`src/sv/rles_pkg.sv`:
```
// ----------------------------------------------------------------------------
// rles_pkg
// Shared types, constants and style helpers of the RGB LED effect sequencer.
// ----------------------------------------------------------------------------
package rles_pkg;

	localparam int WIDTH_W    = 16;
	localparam int RAND_W     = 8;
	localparam int LEVEL_W    = 13;
	localparam int COUNT_W    = 8;
	localparam int CFG_IDX_W  = 1;
	localparam int CFG_DATA_W = 16;
	localparam int S_DATA_W   = 24;
	localparam int M_DATA_W   = 56;

	localparam logic [CFG_IDX_W-1:0] REG_EFFECT_MODE     = 1'd0;
	localparam logic [CFG_IDX_W-1:0] REG_INITIAL_MINIMUM = 1'd1;

	localparam logic [15:0] DIM_LEVEL       = 16'h0032;
	localparam logic [15:0] BRIGHT_A        = 16'hFE00;
	localparam logic [15:0] BRIGHT_B        = 16'hFF40;
	localparam logic [15:0] RESET_LEVEL     = 16'h0FFF;
	localparam logic [15:0] INIT_MIN_RESET  = 16'd9000;
	localparam logic [6:0]  FOLLOW_GAIN     = 7'd65;

	localparam logic [15:0] RED_STEP     = 16'd257;
	localparam logic [15:0] GREEN_STEP   = 16'd491;
	localparam logic [15:0] BLUE_STEP    = 16'd107;
	localparam logic [15:0] RED_TOP      = 16'h8000;
	localparam logic [15:0] GREEN_TOP    = 16'h8000;
	localparam logic [15:0] BLUE_TOP     = 16'hFE00;
	localparam logic [15:0] RED_BOTTOM   = 16'd320;
	localparam logic [15:0] GREEN_BOTTOM = 16'd550;
	localparam logic [15:0] BLUE_BOTTOM  = 16'd170;

	typedef struct packed {
		logic [15:0] red;
		logic [15:0] green;
		logic [15:0] blue;
		logic        headlight;
	} leds_t;

	typedef struct packed {
		logic        effect_mode;
		logic        reload;
		logic [15:0] initial_minimum;
	} cfg_t;

	typedef struct packed {
		logic        down;
		logic [15:0] level;
	} sweep_t;

	typedef enum logic [3:0] {
		K_DIM, K_WHITE, K_RED, K_GREEN, K_BLUE, K_SWEEP,
		K_CYCLE, K_POLICE, K_STROBE, K_STROBE2, K_RANDOM, K_HOLD
	} kind_t;

	// style = level / 50, grouped into the kinds that share behavior
	function automatic kind_t kind_of(input logic [LEVEL_W-1:0] level);
		kind_t k;
		priority if (level < 13'd50)  k = K_DIM;
		else if (level < 13'd150)     k = K_WHITE;
		else if (level < 13'd200)     k = K_RED;
		else if (level < 13'd250)     k = K_GREEN;
		else if (level < 13'd300)     k = K_BLUE;
		else if (level < 13'd400)     k = K_SWEEP;
		else if (level < 13'd550)     k = K_CYCLE;
		else if (level < 13'd650)     k = K_POLICE;
		else if (level < 13'd750)     k = K_STROBE;
		else if (level < 13'd850)     k = K_STROBE2;
		else if (level < 13'd900)     k = K_RANDOM;
		else                          k = K_HOLD;
		return k;
	endfunction

	function automatic sweep_t sweep_step(input logic [15:0] v, input logic down,
			input logic [15:0] step, input logic [15:0] top, input logic [15:0] bottom);
		sweep_t res;
		res.level = down ? (v - step) : (v + step);
		res.down  = down;
		if (!res.down && res.level > top)
			res.down = 1'b1;
		if (res.down && res.level < bottom)
			res.down = 1'b0;
		return res;
	endfunction

	function automatic logic [15:0] pick(input logic bright, input logic [15:0] on_level);
		return bright ? on_level : DIM_LEVEL;
	endfunction

	// remainders by 3, 5 and 7 via reciprocal multiply, exact for 8-bit values
	function automatic leds_t rand_leds(input logic [RAND_W-1:0] r);
		leds_t       res;
		logic [16:0] p3;
		logic [16:0] p5;
		logic [16:0] p7;
		logic [7:0]  q3;
		logic [7:0]  q5;
		logic [7:0]  q7;
		logic        z3;
		logic        z5;
		logic        z7;
		p3 = {9'd0, r} * 17'd171;
		p5 = {9'd0, r} * 17'd205;
		p7 = {9'd0, r} * 17'd293;
		q3 = 8'(p3 >> 9);
		q5 = 8'(p5 >> 10);
		q7 = 8'(p7 >> 11);
		z3 = (10'({2'd0, q3} * 10'd3) == {2'd0, r});
		z5 = (10'({2'd0, q5} * 10'd5) == {2'd0, r});
		z7 = (10'({2'd0, q7} * 10'd7) == {2'd0, r});
		if (r[0]) begin
			res = '{DIM_LEVEL, DIM_LEVEL, DIM_LEVEL, 1'b0};
		end else begin
			// r even here, so a multiple of 6 is a multiple of 3
			res.red       = pick(r[1:0] == 2'd0, BRIGHT_B);
			res.green     = pick(z5, BRIGHT_B);
			res.blue      = pick(z3, BRIGHT_B);
			res.headlight = z7;
		end
		return res;
	endfunction

endpackage

```
`src/sv/rgb_led_effect_sequencer.sv`:
```
// ----------------------------------------------------------------------------
// rgb_led_effect_sequencer
// RGB LED level and effect sequencer driven by a measured pulse width.
// ----------------------------------------------------------------------------
// Each request on the slave channel carries a pulse width and a random byte;
// each produces exactly one result on the master channel with the three
// colour levels and the headlight state after the update.
// The block tracks a running minimum width and derives level = (w - min) / 8.
// Follow mode drives all colours with 65 * level; effect mode picks a style
// from level / 50 (dim, white, solid colours, sweep, cycle, police, strobes,
// random, or hold).
// An accepted request passes the input register, then the result register,
// before m_tvalid rises; a receiver stall can hold it in the input register.
// Throughput: one request per cycle unless the receiver stalls, set by the
// single update pass between the registers, which also updates the state.
// When the receiver stalls, the result register holds and the input
// register still takes one more request; s_tready drops once both are full.
// Reset: colours 0x0FFF, headlight on, pattern counter and sweep directions
// cleared, follow mode, running minimum 9000. Writing initial_minimum
// reloads the running minimum. Configure only while idle.
// ----------------------------------------------------------------------------
module rgb_led_effect_sequencer (
	input  logic                                 clk,
	input  logic                                 arst_n,
	input  logic                                 s_tvalid,
	output logic                                 s_tready,
	// pulse_width [15:0], random_byte [23:16]
	input  logic [rles_pkg::S_DATA_W-1:0]        s_tdata,
	output logic                                 m_tvalid,
	input  logic                                 m_tready,
	// red_level [15:0], green_level [31:16], blue_level [47:32],
	// headlight_on [48], zero [55:49]
	output logic [rles_pkg::M_DATA_W-1:0]        m_tdata,
	input  logic                                 cfg_we,
	input  logic [rles_pkg::CFG_IDX_W-1:0]       cfg_index,
	input  logic [rles_pkg::CFG_DATA_W-1:0]      cfg_wdata
);

	logic                           valid_s1;
	logic [rles_pkg::WIDTH_W-1:0]   pulse_width_s1;
	logic [rles_pkg::RAND_W-1:0]    random_byte_s1;
	logic                           advance;
	logic                           effect_mode_q;
	rles_pkg::cfg_t                 cfg;
	rles_pkg::leds_t                leds_next;

	// move the held request forward when the result slot is free or draining
	assign advance = valid_s1 && (!m_tvalid || m_tready);

	always_ff @(posedge clk or negedge arst_n) begin
		if (!arst_n) begin
			effect_mode_q <= 1'b0;
		end else if (cfg_we && cfg_index == rles_pkg::REG_EFFECT_MODE) begin
			effect_mode_q <= cfg_wdata[0];
		end
	end

	assign cfg.effect_mode     = effect_mode_q;
	assign cfg.reload          = cfg_we && cfg_index == rles_pkg::REG_INITIAL_MINIMUM;
	assign cfg.initial_minimum = cfg_wdata;

	rles_in_reg u_in (
		.clk            (clk),
		.arst_n         (arst_n),
		.s_tvalid       (s_tvalid),
		.s_tready       (s_tready),
		.s_tdata        (s_tdata),
		.advance        (advance),
		.valid_s1       (valid_s1),
		.pulse_width_s1 (pulse_width_s1),
		.random_byte_s1 (random_byte_s1)
	);

	rles_core u_core (
		.clk         (clk),
		.arst_n      (arst_n),
		.fire        (advance),
		.pulse_width (pulse_width_s1),
		.random_byte (random_byte_s1),
		.cfg         (cfg),
		.leds_next   (leds_next)
	);

	rles_out_reg u_out (
		.clk      (clk),
		.arst_n   (arst_n),
		.load     (advance),
		.leds     (leds_next),
		.m_tvalid (m_tvalid),
		.m_tready (m_tready),
		.m_tdata  (m_tdata)
	);

endmodule

```
`src/sv/rles_in_reg.sv`:
```
// ----------------------------------------------------------------------------
// rles_in_reg
// Input register stage: captures one request from the slave channel.
// ----------------------------------------------------------------------------
module rles_in_reg (
	input  logic                                  clk,
	input  logic                                  arst_n,
	input  logic                                  s_tvalid,
	output logic                                  s_tready,
	// pulse_width [15:0], random_byte [23:16]
	input  logic [rles_pkg::S_DATA_W-1:0]         s_tdata,
	input  logic                                  advance,
	output logic                                  valid_s1,
	output logic [rles_pkg::WIDTH_W-1:0]          pulse_width_s1,
	output logic [rles_pkg::RAND_W-1:0]           random_byte_s1
);

	logic load;

	assign s_tready = !valid_s1 || advance;
	assign load     = s_tvalid && s_tready;

	always_ff @(posedge clk or negedge arst_n) begin
		if (!arst_n) begin
			valid_s1 <= 1'b0;
		end else if (load) begin
			valid_s1 <= 1'b1;
		end else if (advance) begin
			valid_s1 <= 1'b0;
		end
	end

	always_ff @(posedge clk) begin
		if (load) begin
			pulse_width_s1 <= s_tdata[15:0];
			random_byte_s1 <= s_tdata[23:16];
		end
	end

endmodule

```
`src/sv/rles_core.sv`:
```
// ----------------------------------------------------------------------------
// rles_core
// Calibration, level computation and effect styles with their state registers.
// ----------------------------------------------------------------------------
module rles_core (
	input  logic                           clk,
	input  logic                           arst_n,
	input  logic                           fire,
	input  logic [rles_pkg::WIDTH_W-1:0]   pulse_width,
	input  logic [rles_pkg::RAND_W-1:0]    random_byte,
	input  rles_pkg::cfg_t                 cfg,
	output rles_pkg::leds_t                leds_next
);

	rles_pkg::leds_t                  leds_q;
	logic [rles_pkg::COUNT_W-1:0]     pattern_q;
	logic [2:0]                       down_q;
	logic [rles_pkg::WIDTH_W-1:0]     min_q;

	logic [rles_pkg::WIDTH_W-1:0]     min_eff;
	logic [rles_pkg::WIDTH_W-1:0]     diff;
	logic [rles_pkg::LEVEL_W-1:0]     level;
	logic [19:0]                      follow_prod;
	rles_pkg::kind_t                  kind;
	logic [rles_pkg::COUNT_W-1:0]     c;
	logic [rles_pkg::COUNT_W-1:0]     c_inc;
	logic [rles_pkg::COUNT_W-1:0]     pattern_next;
	logic [2:0]                       down_next;
	rles_pkg::sweep_t                 sw_r;
	rles_pkg::sweep_t                 sw_g;
	rles_pkg::sweep_t                 sw_b;

	assign min_eff     = (pulse_width < min_q) ? pulse_width : min_q;
	assign diff        = pulse_width - min_eff;
	assign level       = diff[15:3];
	assign follow_prod = {7'd0, level} * {13'd0, rles_pkg::FOLLOW_GAIN};
	assign kind        = rles_pkg::kind_of(level);

	assign sw_r = rles_pkg::sweep_step(leds_q.red, down_q[0], rles_pkg::RED_STEP,
		rles_pkg::RED_TOP, rles_pkg::RED_BOTTOM);
	assign sw_g = rles_pkg::sweep_step(leds_q.green, down_q[1], rles_pkg::GREEN_STEP,
		rles_pkg::GREEN_TOP, rles_pkg::GREEN_BOTTOM);
	assign sw_b = rles_pkg::sweep_step(leds_q.blue, down_q[2], rles_pkg::BLUE_STEP,
		rles_pkg::BLUE_TOP, rles_pkg::BLUE_BOTTOM);

	always_comb begin
		leds_next    = leds_q;
		pattern_next = pattern_q;
		down_next    = down_q;
		c            = pattern_q;
		c_inc        = pattern_q + 8'd1;
		if (!cfg.effect_mode) begin
			leds_next.red   = follow_prod[15:0];
			leds_next.green = follow_prod[15:0];
			leds_next.blue  = follow_prod[15:0];
		end else begin
			unique case (kind)
				rles_pkg::K_DIM: begin
					leds_next = '{rles_pkg::DIM_LEVEL, rles_pkg::DIM_LEVEL,
						rles_pkg::DIM_LEVEL, 1'b0};
				end
				rles_pkg::K_WHITE: begin
					leds_next = '{rles_pkg::BRIGHT_A, rles_pkg::BRIGHT_A,
						rles_pkg::BRIGHT_A, 1'b1};
				end
				rles_pkg::K_RED: begin
					leds_next = '{rles_pkg::BRIGHT_A, rles_pkg::DIM_LEVEL,
						rles_pkg::DIM_LEVEL, 1'b0};
				end
				rles_pkg::K_GREEN: begin
					leds_next = '{rles_pkg::DIM_LEVEL, rles_pkg::BRIGHT_A,
						rles_pkg::DIM_LEVEL, 1'b0};
				end
				rles_pkg::K_BLUE: begin
					leds_next = '{rles_pkg::DIM_LEVEL, rles_pkg::DIM_LEVEL,
						rles_pkg::BRIGHT_A, 1'b0};
				end
				rles_pkg::K_SWEEP: begin
					leds_next.red   = sw_r.level;
					leds_next.green = sw_g.level;
					leds_next.blue  = sw_b.level;
					down_next       = {sw_b.down, sw_g.down, sw_r.down};
				end
				rles_pkg::K_CYCLE: begin
					if (pattern_q > 8'd127)
						c = '0;
					leds_next.red       = rles_pkg::pick(c[4], rles_pkg::BRIGHT_A);
					leds_next.green     = rles_pkg::pick(c[6], rles_pkg::BRIGHT_A);
					leds_next.blue      = rles_pkg::pick(c[5], rles_pkg::BRIGHT_A);
					leds_next.headlight = 1'b0;
					pattern_next        = c + 8'd1;
				end
				rles_pkg::K_POLICE: begin
					if (c == 8'd0 || c == 8'd6) begin
						leds_next.red   = rles_pkg::BRIGHT_A;
						leds_next.green = rles_pkg::DIM_LEVEL;
						leds_next.blue  = rles_pkg::DIM_LEVEL;
					end
					if (c == 8'd4 || c == 8'd10 || c == 8'd28 || c == 8'd34) begin
						leds_next.red   = rles_pkg::DIM_LEVEL;
						leds_next.green = rles_pkg::DIM_LEVEL;
						leds_next.blue  = rles_pkg::DIM_LEVEL;
					end
					if (c == 8'd24 || c == 8'd30) begin
						leds_next.red   = rles_pkg::DIM_LEVEL;
						leds_next.green = rles_pkg::DIM_LEVEL;
						leds_next.blue  = rles_pkg::BRIGHT_A;
					end
					pattern_next = (c_inc > 8'd48) ? 8'd0 : c_inc;
				end
				rles_pkg::K_STROBE: begin
					if (pattern_q > 8'd3)
						c = '0;
					if (c == 8'd0)
						leds_next = '{rles_pkg::BRIGHT_B, rles_pkg::BRIGHT_B,
							rles_pkg::BRIGHT_B, 1'b1};
					else
						leds_next = '{rles_pkg::DIM_LEVEL, rles_pkg::DIM_LEVEL,
							rles_pkg::DIM_LEVEL, 1'b0};
					pattern_next = c + 8'd1;
				end
				rles_pkg::K_STROBE2: begin
					if (pattern_q > 8'd15)
						c = '0;
					leds_next = '{rles_pkg::DIM_LEVEL, rles_pkg::DIM_LEVEL,
						rles_pkg::DIM_LEVEL, 1'b0};
					if (c == 8'd0)
						leds_next = '{rles_pkg::BRIGHT_B, rles_pkg::BRIGHT_B,
							rles_pkg::BRIGHT_B, 1'b1};
					else if (c == 8'd4)
						leds_next.blue = rles_pkg::BRIGHT_B;
					else if (c == 8'd8)
						leds_next.red = rles_pkg::BRIGHT_B;
					else if (c == 8'd12)
						leds_next.green = rles_pkg::BRIGHT_B;
					pattern_next = c + 8'd1;
				end
				rles_pkg::K_RANDOM: begin
					leds_next = rles_pkg::rand_leds(random_byte);
				end
				default: begin
					// styles above the random one hold everything
					leds_next = leds_q;
				end
			endcase
		end
	end

	always_ff @(posedge clk or negedge arst_n) begin
		if (!arst_n) begin
			leds_q    <= '{rles_pkg::RESET_LEVEL, rles_pkg::RESET_LEVEL,
				rles_pkg::RESET_LEVEL, 1'b1};
			pattern_q <= '0;
			down_q    <= '0;
			min_q     <= rles_pkg::INIT_MIN_RESET;
		end else begin
			if (cfg.reload) begin
				min_q <= cfg.initial_minimum;
			end else if (fire) begin
				min_q <= min_eff;
			end
			if (fire) begin
				leds_q    <= leds_next;
				pattern_q <= pattern_next;
				down_q    <= down_next;
			end
		end
	end

endmodule

```
`src/sv/rles_out_reg.sv`:
```
// ----------------------------------------------------------------------------
// rles_out_reg
// Result register: holds one result until the master channel takes it.
// ----------------------------------------------------------------------------
module rles_out_reg (
	input  logic                               clk,
	input  logic                               arst_n,
	input  logic                               load,
	input  rles_pkg::leds_t                    leds,
	output logic                               m_tvalid,
	input  logic                               m_tready,
	// red_level [15:0], green_level [31:16], blue_level [47:32],
	// headlight_on [48], zero [55:49]
	output logic [rles_pkg::M_DATA_W-1:0]      m_tdata
);

	logic            valid_s2;
	rles_pkg::leds_t leds_s2;

	always_ff @(posedge clk or negedge arst_n) begin
		if (!arst_n) begin
			valid_s2 <= 1'b0;
		end else if (load) begin
			valid_s2 <= 1'b1;
		end else if (m_tready) begin
			valid_s2 <= 1'b0;
		end
	end

	always_ff @(posedge clk) begin
		if (load) begin
			leds_s2 <= leds;
		end
	end

	assign m_tvalid = valid_s2;
	assign m_tdata  = {7'd0, leds_s2.headlight, leds_s2.blue, leds_s2.green, leds_s2.red};

endmodule

```
`config.mk`:
```
export PLATFORM = sky130hd
export DESIGN_NAME = rgb_led_effect_sequencer
export DESIGN_NICKNAME = d
export VERILOG_FILES = /design/src/sv/rles_pkg.sv /design/src/sv/rgb_led_effect_sequencer.sv /design/src/sv/rles_in_reg.sv /design/src/sv/rles_core.sv /design/src/sv/rles_out_reg.sv
export SDC_FILE = /design/constraint.sdc
export NUM_CORES = 1
export LEC_CHECK = 0
export BUFFER_PORTS_ARGS = -buffer_cell sky130_fd_sc_hd__buf_4
export CORE_ASPECT_RATIO = 0.7
export CORE_MARGIN = 5
export CORE_UTILIZATION = 63
export CTS_CLUSTER_DIAMETER = 200
export DETAILED_ROUTE_END_ITERATION = 7
export PLACE_DENSITY_LB_ADDON = 0.15
export SLEW_MARGIN = 30
export SYNTH_ARGS = -nofsm -noshare
export SYNTH_HDL_FRONTEND = slang
export SYNTH_SLANG_ARGS = --single-unit
```
`constraint.sdc`:
```
create_clock -name clk -period 9 [get_ports clk]
set_input_delay 1.8 -clock clk [delete_from_list [all_inputs] [get_ports clk]]
set_output_delay 1.8 -clock clk [all_outputs]
set_load 0.02 [all_outputs]
```
==> metrics.cfg <==
[global_route]
grtUsageTotal_pct=31.5
grt-ovfl-total=0
grt_pass1_vias=14000
antenna_found_initial=0
grt_max_degree=67
grt_pass1_wl_um=74200

[clock_tree]
path_clk_slew_ns=0.07
post-cts-setup-buffer-count=0
cts_hold_buf=0
cts_root_buf=clkbuf_16
clk-insertion-delay-late_ns=0.45
cts_tree=done
clock_sinks=152
cts_resized=0
clk_path_buf_depth=2
htreeDepth=4
cts_buffers=17

[yosys]
synth-seq-cells=152
synth_top_area_share_pct=16.9
synth_most_common_cell=ha_1
netlist_instances=1882
yosysWarnings=0
synth_edf_count=73
ys.flop_type=edfxtp_1
ys_top_cells_by_area=ha_1 17%, edfxtp_1 13%, dfstp_2 6.7%, dfrtp_1 5.7%, a21oi_1 5.6%
synth_area_per_cell_um2=8.69
ys_types=105
seq_area_frac_synth_pct=25.8
synth_area_leader_cell=ha_1
syn-cell-area_um2=16400
async_reset_ff_share_pct=52.0
yosys-top-cells-count=221 x ha_1, 182 x a21oi_1, 169 x nor2_1

[die]
die_w_um=203
core_region_area_um2=25600
fp.dieH_um=145
io-pin-count=104
start_util_pct=63.8
rows=49
dieArea_um2=29300

[worst_setup_path]
cpPeakStageDelay_ns=0.76
critPathKind=flip-flop to flip-flop
path_depth=27
r2r_cells=27
path_delay_family=adder cells
start_kind=flip-flop
cp_data_arrival_time_ns=7.80
worst-path-max-fanout=12
end_kind=flip-flop
path_buf_inv=3
worst_path_most_repeated_cell=ha_1
cp_slowest_cell=edfxtp_1
crit_required_ns=9.21

[sta]
slew_viol_final=0
hold_viol_final=0
post-route-period-util_pct=84.4
finalSetupViolCount=0
rsz0062_at_grt=false
clock_skew_ns=0.0135
tightest_slew_ns=0.990
fmax_mhz=132
tns_ns=0
period_needed_ns=7.60
slew_headroom_pct=34.0

[cells_and_area]
post-route-cell-area_um2=17900
nFillCells=2052
drive_gt1_share_pct=12.8
antennaDiodeCount=0
nets=2247
area_growth_syn_to_layout_pct=9.38

[pwr]
power_density_nw_per_um2=443
vdd_drop_max_mv=0.252
p_leak_nw=7.97

[placed_design]
place_area_um2=17300
dp_hpwl_um=35400
portBuffers=96
gp_congestion=0.965

[detailed_routing]
routed_via_density=6.50
finalWirelength_um=46600
drc=0
ant_nets=0
vias=14900
wl_per_cell_um=20.4
firstDrtPassIters=5
drt_iter0_drc=1557

[outcome]
status=finished, final reports clean

[job]
cap_violations=0

[hold_path]
hold_depth=2
hold_class=flip-flop to flip-flop

## kinds of logic (layout without fill, tap and decap cells)
logic type / after synthesis / count (layout) / share of synthesized area (%)
AOI/OAI and AO/OA: 606 / 606 / 24.7
xor gates and xnor gates: 109 / 109 / 5.92
adders and majority gates: 267 / 267 / 22.2
buffers and inverters: 238 / 303 / 5.83
DFF: 152 / 152 / 25.8
muxes: 12 / 12 / 0.796
other: 1 / 7 / 0.0229
and+or+nand+nor: 497 / 497 / 14.7
## metal layers
metal  up-vias  part of all wire, %  track usage (%)
met5         -                    0                0
met4         0                  1.7             7.25
met3        64                   11             8.73
met2       713                   42             46.4
met1      7106                   45             46.6
li1       6967                    -                -
## worst paths after layout
| path | end | slack [ns] | start |
|---|---|---|---|
| setup / recovery | u_out.m_tdata[17] | 1.41 | u_in.random_byte_s1[6] |
| max in group asynchronous | effect_mode_q | 6.80 | arst_n |
| setup reg to reg | u_out.m_tdata[17] | 1.41 | u_in.random_byte_s1[6] |
| min in group asynchronous | u_core.down_q[2] | 1.22 | arst_n |
| hold / removal | u_core.leds_q[22] | 0.48 | u_core.leds_q[22] |
| hold reg to reg | u_core.leds_q[22] | 0.48 | u_core.leds_q[22] |
## registers in the layout (all words and copies together), names as in the netlist
signal	cells
u_in.pulse_width_s1	16
u_core.down_q	3
u_in.random_byte_s1	8
effect_mode_q	1
u_core.min_q	16
u_core.leds_q	49
u_out.m_tdata	49
u_in.valid_s1	1
u_out.m_tvalid	1
u_core.pattern_q	8
## area by class of cell
class	count	area [µm²]	share of cell area (%)
timing repair buffer	107	807	4.51
inverter	164	619	3.46
multi-input combinational	1498	11200	62.7
clock buffer	17	425	2.38
sequential	152	4220	23.6
tap	331	414	2.32
clock inverter	15	189	1.06
## metrics by stage
| step | cells | setup WS [ns] | hold slack, ns | utilization, % | total power, W |
|---|---|---|---|---|---|
| after detailed placement | 2252 | 1.50 | 0.467 | 67.4 | 0.00696 |
| after global routing | 2284 | 1.02 | 0.511 | 69.8 | 0.00855 |
| after floorplan | 1888 | 2.40 | 0.447 | - | 0.00548 |
| after CTS | 2284 | 1.45 | 0.479 | 69.8 | 0.00778 |
| final | 2284 | 1.41 | 0.484 | 69.8 | 0.00793 |
| after global placement | 2252 | 1.67 | 0.466 | 67.4 | 0.00683 |
## layout by cell type (no fill, tap or decap), drive strengths merged, types with 17 or more instances in the layout
cell / Yosys / routed
ha: 221 / 221
a21oi: 187 / 187
nor2: 171 / 171
inv: 163 / 169
o21ai: 127 / 127
nand2: 117 / 117
buf: 21 / 107
xnor2: 78 / 78
edfxtp: 73 / 73
a21o: 43 / 43
dfstp: 42 / 42
fa: 40 / 40
nor3: 40 / 40
dfrtp: 37 / 37
nand3: 35 / 35
xor2: 30 / 30
a31oi: 28 / 28
o21bai: 23 / 23
a22oi: 23 / 23
nor2b: 20 / 20
and2: 18 / 18
nand2b: 18 / 18
o22ai: 17 / 17
clkbuf: 53 / 17
## worst min-delay path: cells and delay by family (launching register included)
| kind | cells | cell delay (ns) |
|---|---|---|
| buffers and inverters | 1 | 0.05 |
| AO/OA/AOI/OAI | 1 | 0.05 |
| flip-flops | 1 | 0.39 |
## power breakdown
group	switching [W]	internal (W)	total (W)
sequential	0.000253	0.00118	0.00143
combinational	0.00355	0.00218	0.00572
clock	0.000351	0.000421	0.000772
Power figures use the tool's default switching activity.
